$ cat src/hdl/sha256md_pkg.sv
`default_nettype none

package sha256md_pkg;

    typedef logic [31:0] t_word;
    typedef logic [7:0][31:0] t_hash;

    typedef enum logic [2:0] {
        ST_IDLE,
        ST_PAD,
        ST_LEN,
        ST_ROUND,
        ST_ADD,
        ST_OUT
    } t_state;

    typedef struct packed {
        logic       push;
        logic [7:0] push_byte;
        logic       init_vars;
        logic       round;
        logic       add;
        logic       reinit;
    } t_core_ctl;

    localparam logic [7:0] PAD_MARK = 8'h80;
    localparam logic [7:0] PAD_ZERO = 8'h00;
    localparam logic [5:0] FILL_LEN_POS = 6'd56;
    localparam logic [5:0] FILL_LAST = 6'd63;
    localparam logic [5:0] ROUND_LAST = 6'd63;
    localparam logic [2:0] LEN_LAST = 3'd7;
    localparam logic [2:0] WORD_LAST = 3'd7;

    localparam t_hash H_INIT = {
        32'h5be0cd19, 32'h1f83d9ab, 32'h9b05688c, 32'h510e527f,
        32'ha54ff53a, 32'h3c6ef372, 32'hbb67ae85, 32'h6a09e667
    };

    localparam t_word K_ROUND [64] = '{
        32'h428a2f98, 32'h71374491, 32'hb5c0fbcf, 32'he9b5dba5,
        32'h3956c25b, 32'h59f111f1, 32'h923f82a4, 32'hab1c5ed5,
        32'hd807aa98, 32'h12835b01, 32'h243185be, 32'h550c7dc3,
        32'h72be5d74, 32'h80deb1fe, 32'h9bdc06a7, 32'hc19bf174,
        32'he49b69c1, 32'hefbe4786, 32'h0fc19dc6, 32'h240ca1cc,
        32'h2de92c6f, 32'h4a7484aa, 32'h5cb0a9dc, 32'h76f988da,
        32'h983e5152, 32'ha831c66d, 32'hb00327c8, 32'hbf597fc7,
        32'hc6e00bf3, 32'hd5a79147, 32'h06ca6351, 32'h14292967,
        32'h27b70a85, 32'h2e1b2138, 32'h4d2c6dfc, 32'h53380d13,
        32'h650a7354, 32'h766a0abb, 32'h81c2c92e, 32'h92722c85,
        32'ha2bfe8a1, 32'ha81a664b, 32'hc24b8b70, 32'hc76c51a3,
        32'hd192e819, 32'hd6990624, 32'hf40e3585, 32'h106aa070,
        32'h19a4c116, 32'h1e376c08, 32'h2748774c, 32'h34b0bcb5,
        32'h391c0cb3, 32'h4ed8aa4a, 32'h5b9cca4f, 32'h682e6ff3,
        32'h748f82ee, 32'h78a5636f, 32'h84c87814, 32'h8cc70208,
        32'h90befffa, 32'ha4506ceb, 32'hbef9a3f7, 32'hc67178f2
    };

    function automatic t_word ror(input t_word x, input int n);
        logic [63:0] tmp;
        tmp = {x, x} >> n;
        return tmp[31:0];
    endfunction

    function automatic t_word sml_sig0(input t_word x);
        return ror(x, 7) ^ ror(x, 18) ^ (x >> 3);
    endfunction

    function automatic t_word sml_sig1(input t_word x);
        return ror(x, 17) ^ ror(x, 19) ^ (x >> 10);
    endfunction

    function automatic t_word big_sig0(input t_word x);
        return ror(x, 2) ^ ror(x, 13) ^ ror(x, 22);
    endfunction

    function automatic t_word big_sig1(input t_word x);
        return ror(x, 6) ^ ror(x, 11) ^ ror(x, 25);
    endfunction

endpackage

`default_nettype wire

$ cat src/hdl/sha256_message_digest.sv
// Input: one byte item per cycle while idle; input is stalled while each full 64-byte block
// runs 64 rounds on the single round unit and then the hash update.
// Closing item: padding bytes and 8 length bytes are pushed, filling one or two blocks,
// then 8 digest items, one per cycle while the sink is ready.
// The byte-wide load path and the round unit do not overlap: no bytes are taken during rounds.
// Reset (synchronous, active low): initial hash values, empty message, idle.
`default_nettype none

module sha256_message_digest (
    input  wire        i_clk,
    input  wire        i_rst_n,
    input  wire        s_axis_tvalid,
    output logic       s_axis_tready,
    input  wire [7:0]  s_axis_tdata,   // [7:0] data_byte
    input  wire [0:0]  s_axis_tuser,   // [0] byte_valid
    input  wire        s_axis_tlast,   // end_of_message
    output logic       m_axis_tvalid,
    input  wire        m_axis_tready,
    output logic [31:0] m_axis_tdata,  // [31:0] digest_word
    output logic [2:0] m_axis_tuser,   // [2:0] word_index
    output logic       m_axis_tlast    // last_word
);
    import sha256md_pkg::*;

    t_state    r_state;
    t_state    n_state;
    logic [5:0]  r_fill;
    logic [60:0] r_count;
    logic        r_pad80;
    logic        r_closing;
    logic        r_lastblk;
    logic [63:0] r_len;
    logic [2:0]  r_lencnt;
    logic [5:0]  r_rnd;
    logic [2:0]  r_oidx;

    t_core_ctl ctl;
    t_hash     hash;
    logic      in_acc;
    logic      out_acc;
    logic      pad_done;

    sha256md_comp u_comp (
        .i_clk   (i_clk),
        .i_rst_n (i_rst_n),
        .i_ctl   (ctl),
        .i_rnd   (r_rnd),
        .o_hash  (hash)
    );

    assign in_acc   = s_axis_tvalid && s_axis_tready;
    assign out_acc  = m_axis_tvalid && m_axis_tready;
    assign pad_done = !r_pad80 && (r_fill == FILL_LEN_POS);

    always_comb begin
        n_state = r_state;
        unique case (r_state)
            ST_IDLE: begin
                if (in_acc) begin
                    if (s_axis_tuser[0] && (r_fill == FILL_LAST)) begin
                        n_state = ST_ROUND;
                    end else if (s_axis_tlast) begin
                        n_state = ST_PAD;
                    end
                end
            end
            ST_PAD: begin
                if (pad_done) begin
                    n_state = ST_LEN;
                end else if (r_fill == FILL_LAST) begin
                    n_state = ST_ROUND;
                end
            end
            ST_LEN: begin
                if (r_lencnt == LEN_LAST) begin
                    n_state = ST_ROUND;
                end
            end
            ST_ROUND: begin
                if (r_rnd == ROUND_LAST) begin
                    n_state = ST_ADD;
                end
            end
            ST_ADD: begin
                if (r_lastblk) begin
                    n_state = ST_OUT;
                end else if (r_closing) begin
                    n_state = ST_PAD;
                end else begin
                    n_state = ST_IDLE;
                end
            end
            ST_OUT: begin
                if (out_acc && (r_oidx == WORD_LAST)) begin
                    n_state = ST_IDLE;
                end
            end
            default: n_state = ST_IDLE;
        endcase
    end

    always_comb begin
        s_axis_tready = 1'b0;
        m_axis_tvalid = 1'b0;
        ctl           = '0;
        unique case (r_state)
            ST_IDLE: begin
                s_axis_tready = 1'b1;
                ctl.push      = in_acc && s_axis_tuser[0];
                ctl.push_byte = s_axis_tdata;
            end
            ST_PAD: begin
                ctl.push      = !pad_done;
                ctl.push_byte = r_pad80 ? PAD_MARK : PAD_ZERO;
            end
            ST_LEN: begin
                ctl.push      = 1'b1;
                ctl.push_byte = r_len[63:56];
            end
            ST_ROUND: ctl.round = 1'b1;
            ST_ADD:   ctl.add = 1'b1;
            ST_OUT: begin
                m_axis_tvalid = 1'b1;
                ctl.reinit    = out_acc && (r_oidx == WORD_LAST);
            end
            default: ;
        endcase
        ctl.init_vars = ctl.push && (r_fill == FILL_LAST);
    end

    always_ff @(posedge i_clk) begin
        if (!i_rst_n) begin
            r_state   <= ST_IDLE;
            r_fill    <= '0;
            r_count   <= '0;
            r_pad80   <= 1'b0;
            r_closing <= 1'b0;
            r_lastblk <= 1'b0;
            r_lencnt  <= '0;
            r_rnd     <= '0;
            r_oidx    <= '0;
        end else begin
            r_state <= n_state;
            if (ctl.push) begin
                r_fill <= r_fill + 6'd1;
            end
            if (ctl.round) begin
                r_rnd <= r_rnd + 6'd1;
            end
            case (r_state)
                ST_IDLE: begin
                    if (in_acc) begin
                        r_closing <= s_axis_tlast;
                        r_pad80   <= s_axis_tlast;
                        if (s_axis_tuser[0]) begin
                            r_count <= r_count + 61'd1;
                        end
                    end
                end
                ST_PAD: begin
                    r_pad80 <= 1'b0;
                    if (pad_done) begin
                        r_lencnt <= '0;
                    end
                end
                ST_LEN: begin
                    r_lencnt <= r_lencnt + 3'd1;
                    if (r_lencnt == LEN_LAST) begin
                        r_lastblk <= 1'b1;
                    end
                end
                ST_ADD: begin
                    r_oidx <= '0;
                end
                ST_OUT: begin
                    if (out_acc) begin
                        r_oidx <= r_oidx + 3'd1;
                        if (r_oidx == WORD_LAST) begin
                            r_count   <= '0;
                            r_closing <= 1'b0;
                            r_lastblk <= 1'b0;
                        end
                    end
                end
                default: ;
            endcase
        end
    end

    // bit length, shifted out most significant byte first
    always_ff @(posedge i_clk) begin
        if ((r_state == ST_PAD) && pad_done) begin
            r_len <= {r_count, 3'b000};
        end else if (r_state == ST_LEN) begin
            r_len <= {r_len[55:0], 8'h00};
        end
    end

    assign m_axis_tdata = hash[r_oidx];
    assign m_axis_tuser = r_oidx;
    assign m_axis_tlast = (r_oidx == WORD_LAST);

endmodule

`default_nettype wire

$ cat src/hdl/sha256md_comp.sv
`default_nettype none

module sha256md_comp (
    input  wire                     i_clk,
    input  wire                     i_rst_n,
    input  wire sha256md_pkg::t_core_ctl i_ctl,
    input  wire [5:0]               i_rnd,
    output sha256md_pkg::t_hash     o_hash
);
    import sha256md_pkg::*;

    t_word r_w [16];
    t_word r_v [8];
    t_hash r_h;

    t_word w_new;
    t_word wt;
    t_word t1;
    t_word t2;
    t_word ch;
    t_word mj;

    always_comb begin
        w_new = r_w[0] + sml_sig0(r_w[1]) + r_w[9] + sml_sig1(r_w[14]);
        wt    = (i_rnd[5:4] == 2'b00) ? r_w[0] : w_new;
        ch    = (r_v[4] & r_v[5]) ^ (~r_v[4] & r_v[6]);
        mj    = (r_v[0] & r_v[1]) ^ (r_v[0] & r_v[2]) ^ (r_v[1] & r_v[2]);
        t1    = r_v[7] + big_sig1(r_v[4]) + ch + K_ROUND[i_rnd] + wt;
        t2    = big_sig0(r_v[0]) + mj;
    end

    // message window: bytes shift in big-endian, words shift during rounds
    always_ff @(posedge i_clk) begin
        if (i_ctl.push) begin
            for (int i = 0; i < 15; i++) begin
                r_w[i] <= {r_w[i][23:0], r_w[i+1][31:24]};
            end
            r_w[15] <= {r_w[15][23:0], i_ctl.push_byte};
        end else if (i_ctl.round) begin
            for (int i = 0; i < 15; i++) begin
                r_w[i] <= r_w[i+1];
            end
            r_w[15] <= wt;
        end
    end

    always_ff @(posedge i_clk) begin
        if (i_ctl.init_vars) begin
            for (int i = 0; i < 8; i++) begin
                r_v[i] <= r_h[i];
            end
        end else if (i_ctl.round) begin
            r_v[7] <= r_v[6];
            r_v[6] <= r_v[5];
            r_v[5] <= r_v[4];
            r_v[4] <= r_v[3] + t1;
            r_v[3] <= r_v[2];
            r_v[2] <= r_v[1];
            r_v[1] <= r_v[0];
            r_v[0] <= t1 + t2;
        end
    end

    always_ff @(posedge i_clk) begin
        if (!i_rst_n) begin
            r_h <= H_INIT;
        end else if (i_ctl.reinit) begin
            r_h <= H_INIT;
        end else if (i_ctl.add) begin
            for (int i = 0; i < 8; i++) begin
                r_h[i] <= r_h[i] + r_v[i];
            end
        end
    end

    assign o_hash = r_h;

endmodule

`default_nettype wire
$ cat config.mk
export PLATFORM = sky130hd
export DESIGN_NAME = sha256_message_digest
export DESIGN_NICKNAME = d
export VERILOG_FILES = /design/src/hdl/sha256md_pkg.sv /design/src/hdl/sha256_message_digest.sv /design/src/hdl/sha256md_comp.sv
export SDC_FILE = /design/constraint.sdc
export NUM_CORES = 2
export LEC_CHECK = 0
export ABC_AREA = 1
export ABC_CLOCK_PERIOD_IN_PS = 50700
export BUFFER_PORTS_ARGS = -buffer_cell sky130_fd_sc_hd__buf_4
export CAP_MARGIN = 20
export CORE_ASPECT_RATIO = 0.9
export CORE_MARGIN = 2
export CORE_UTILIZATION = 53
export CTS_CLUSTER_DIAMETER = 60
export DETAILED_ROUTE_END_ITERATION = 10
export PLACE_DENSITY = 0.66
export SLEW_MARGIN = 20
export SYNTH_ARGS = -nofsm -noshare
export SYNTH_HDL_FRONTEND = slang
export SYNTH_SLANG_ARGS = --single-unit
$ cat constraint.sdc
create_clock -name i_clk -period 50.7 [get_ports i_clk]
set_input_delay 0 -clock i_clk [delete_from_list [all_inputs] [get_ports i_clk]]
set_output_delay 0 -clock i_clk [all_outputs]
set_load 0.05 [all_outputs]
==> summary.md <==
| Metric | Value |
|---|---|
| Outcome | `complete, no violations` |
| Avg Inst Size Synth | `7.862 um2` |
| Area Growth Syn to Fin | `8.473%` |
| Max clock buf depth | `3` |
| WP data required | `51210 ps` |
| First-pass GRT wire length | `428.5 mm` |
| Endpoints failing hold | `0` |
| 1st-iter DRT viols | `9391` |
| Final ANT Viol Nets | `0` |
| Clk_skew | `68.18 ps` |
| Most frequent cell after synthesis | `nand2_1` |
| Vias in the first global route | `66.41k` |
| Clk_lat worst skew | `820 ps` |
| Endpoint class of the critical path | `flop` |
| Initial antenna violation count | `16` |
| Root Driver | `clkbuf_16` |
| Post CTS Setup Buffer Count | `0` |
| Pre-Repair DR Iteration Count | `6` |
| Nets | `10.61k` |
| Compound-cell area share of the yosys netlist | `0.1724` |
| Cell Area, Placed | `0.08182 mm2` |
| Tightest Hold Check Type | `in2reg` |
| CP max FO | `15` |
| H-tree levels | `4` |
| Core footprint | `0.1502 mm2` |
| Crit start category | `flop` |
| Worst-Margin Slew | `1163 ps` |
| Yosys top cell by area | `edfxtp_1` |
| Layout cells sized above 1 | `0.04637` |
| Synth cell count leaders | `nand2_1 (2458), inv_1 (1285), o21ai_0 (1198), a21oi_1 (901), edfxtp_1 (829)` |
| Netlist cell types | `66` |
| Largest net degree at the start of global routing | `206` |
| Yosys warning total | `0` |
| Post-route cell area | `0.08669 mm2` |
| Slew Limit Fails | `0` |
| Ys flop type | `edfxtp_1` |
| CP Class | `reg2reg` |
| Syn Inst Count | `10.17k` |
| Largest family of logic cells by synthesized area | `simple AND/OR/NAND/NOR gates` |
| Die width | `413.3 um` |
| Setup TNS Final | `0 ps` |
| Boundary pin count | `52` |
| CTS tree | `yes` |
| Worst-path clk slew | `60 ps` |
| Final routed DRC violation total | `0` |
| Row cnt | `135` |
| Simple-Gate Fraction of Synth Area | `0.1864` |
| Post-synthesis xor/xnor area fraction | `0.04701` |
| Ranking of synthesized cells by area | `edfxtp_1 (31%), nand2_1 (12%), dfxtp_1 (8.5%)` |
| Routed vias | `72.16k` |
| RSZ-0062 raised after global routing | `false` |
| Max Cap Viol | `0` |
| Rel. slew slack | `0.2178` |
| FFs w/ async S/R, synth | `0` |
| CP max stage delay | `790 ps` |
| CP max-delay cell | `a2111oi_0` |
| Synth Register Bits | `1170` |
| Mux share of post-synthesis cell area | `0.001252` |
| Gr usage total | `0.3744` |
| Starting Density | `0.5322` |
| Post-DR wirelength/cell | `24.25 um` |
| Fmax | `101.6 MHz` |
| Routed Wire Length | `293.5 mm` |
| Post-DP HPWL | `222.6 mm` |
| Inserted Clock Buffers | `141` |
| WP data arrival | `10350 ps` |
| Port Buffers | `51` |
| Final Cycle Share | `0.1940` |
| Die height | `372.4 um` |
| Final setup fails | `0` |
| Top-area cell type share of the netlist area | `0.3115` |
| Post-synthesis sequential area ratio | `0.3969` |
| Clock sink count | `1170` |
| Vias per cell | `5.962` |
| Final global-route overflow total | `0` |
| Final min period | `9838 ps` |
| DIE AREA | `0.1539 mm2` |
| EDFF count, synth | `829` |
| Synth Net Count | `10.78k` |
| Synth Area in Adders | `0.1136` |
| Placer Congestion | `1.032` |
| Synthesized area | `0.07992 mm2` |
## final timing paths
check | startpoint | to | cells past startpoint | slack, ps
max | r_rnd[0] | u_comp.r_v[0][22] | 34 | 40860
min | m_axis_tready | m_axis_tuser[0] | 4 | 120
max reg2reg | r_rnd[0] | u_comp.r_v[0][22] | 34 | 40860
min reg2reg | r_lencnt[0] | r_lencnt[0] | 1 | 460
## flip-flops by register name (all words and copies together), names as in the netlist
| signal | flops |
|---|---|
| u_comp.r_v | 256 |
| u_comp.r_w | 512 |
| r_count | 61 |
| r_state | 3 |
| r_lastblk | 1 |
| r_closing | 1 |
| u_comp.o_hash | 256 |
| r_fill | 6 |
| r_lencnt | 3 |
| r_rnd | 6 |
| m_axis_tuser | 3 |
| r_pad80 | 1 |
| r_len | 61 |
## critical path, delay by kind of cell (launching register included)
family / cells / cell delay, ps
fa+ha+maj: 7 / 3280
compound gates: 9 / 2590
simple gates: 12 / 1590
flops: 1 / 760
buf+inv: 5 / 700
xor+xnor: 1 / 630
## kinds of logic after synthesis
kind of cell	count (synthesis)
and+or+nand+nor	3653
AOI/OAI and AO/OA	2539
buffers and inverters	1754
DFF	1170
adders and majority gates	612
xor gates and xnor gates	429
muxes	9
## layout make-up
type                            count  area, um2
Sequential cell                  1170      31730
Timing Repair Buffer              146       1199
Inverter                         1295       4887
Fill cell                       13950      63470
Tap cell                         1986       2485
Clock inverter                     80      864.6
Multi-Input combinational cell   7242      41700
Antenna cell                        3      7.507
Clock buffer                      181       3820
## routing by layer
metal  part of all wire  global-route usage
met5            0.00039                   0
met4              0.042              0.1420
met3               0.11             0.08690
met2               0.41              0.5323
met1               0.43              0.5498
## repair_timing
action	4_1_cts	5_1_grt
endpoints found under the setup margin	0	0
resized for setup	0	0
hold endpoints to repair	51	0
hold buffers	16	0
## through the flow
step,util,worst slack (ps),cells,hold slack [ps]
2_1_floorplan,-,30230,10170,90.63
3_3_place_gp,0.5448,41190,11820,188.8
3_5_place_dp,0.5449,41080,11820,196.2
4_1_cts,0.5771,41060,12100,63.51
5_1_grt,0.5773,40500,12100,113.0
6_report,0.5773,40860,12100,117.9
## placed cells by master (no fill, tap or decap), drive strengths merged, types with 10 or more instances in the layout
master,netlist,final
dlygate4sd3,0,16
a21oi,901,901
a211oi,10,10
nor4,34,34
edfxtp,829,829
o21ai,1208,1208
maj3,17,17
ha,400,400
nand3,325,325
a21o,45,45
o211ai,100,100
inv,1292,1310
xnor2,177,177
or2,65,65
xor2,252,252
clkbuf,427,183
nand2,2463,2463
fa,195,195
a21boi,12,12
nand3b,10,10
o22ai,17,17
nor2,544,544
o21bai,43,43
dfxtp,341,341
o21a,38,38
nand4,71,71
clkinv,3,52
buf,32,128
a221oi,19,19
a31oi,75,75
nor3,131,131
o221ai,18,18
Power is not shown: default switching activity piles up to over one toggle a cycle in this logic, so the estimate is an artifact.
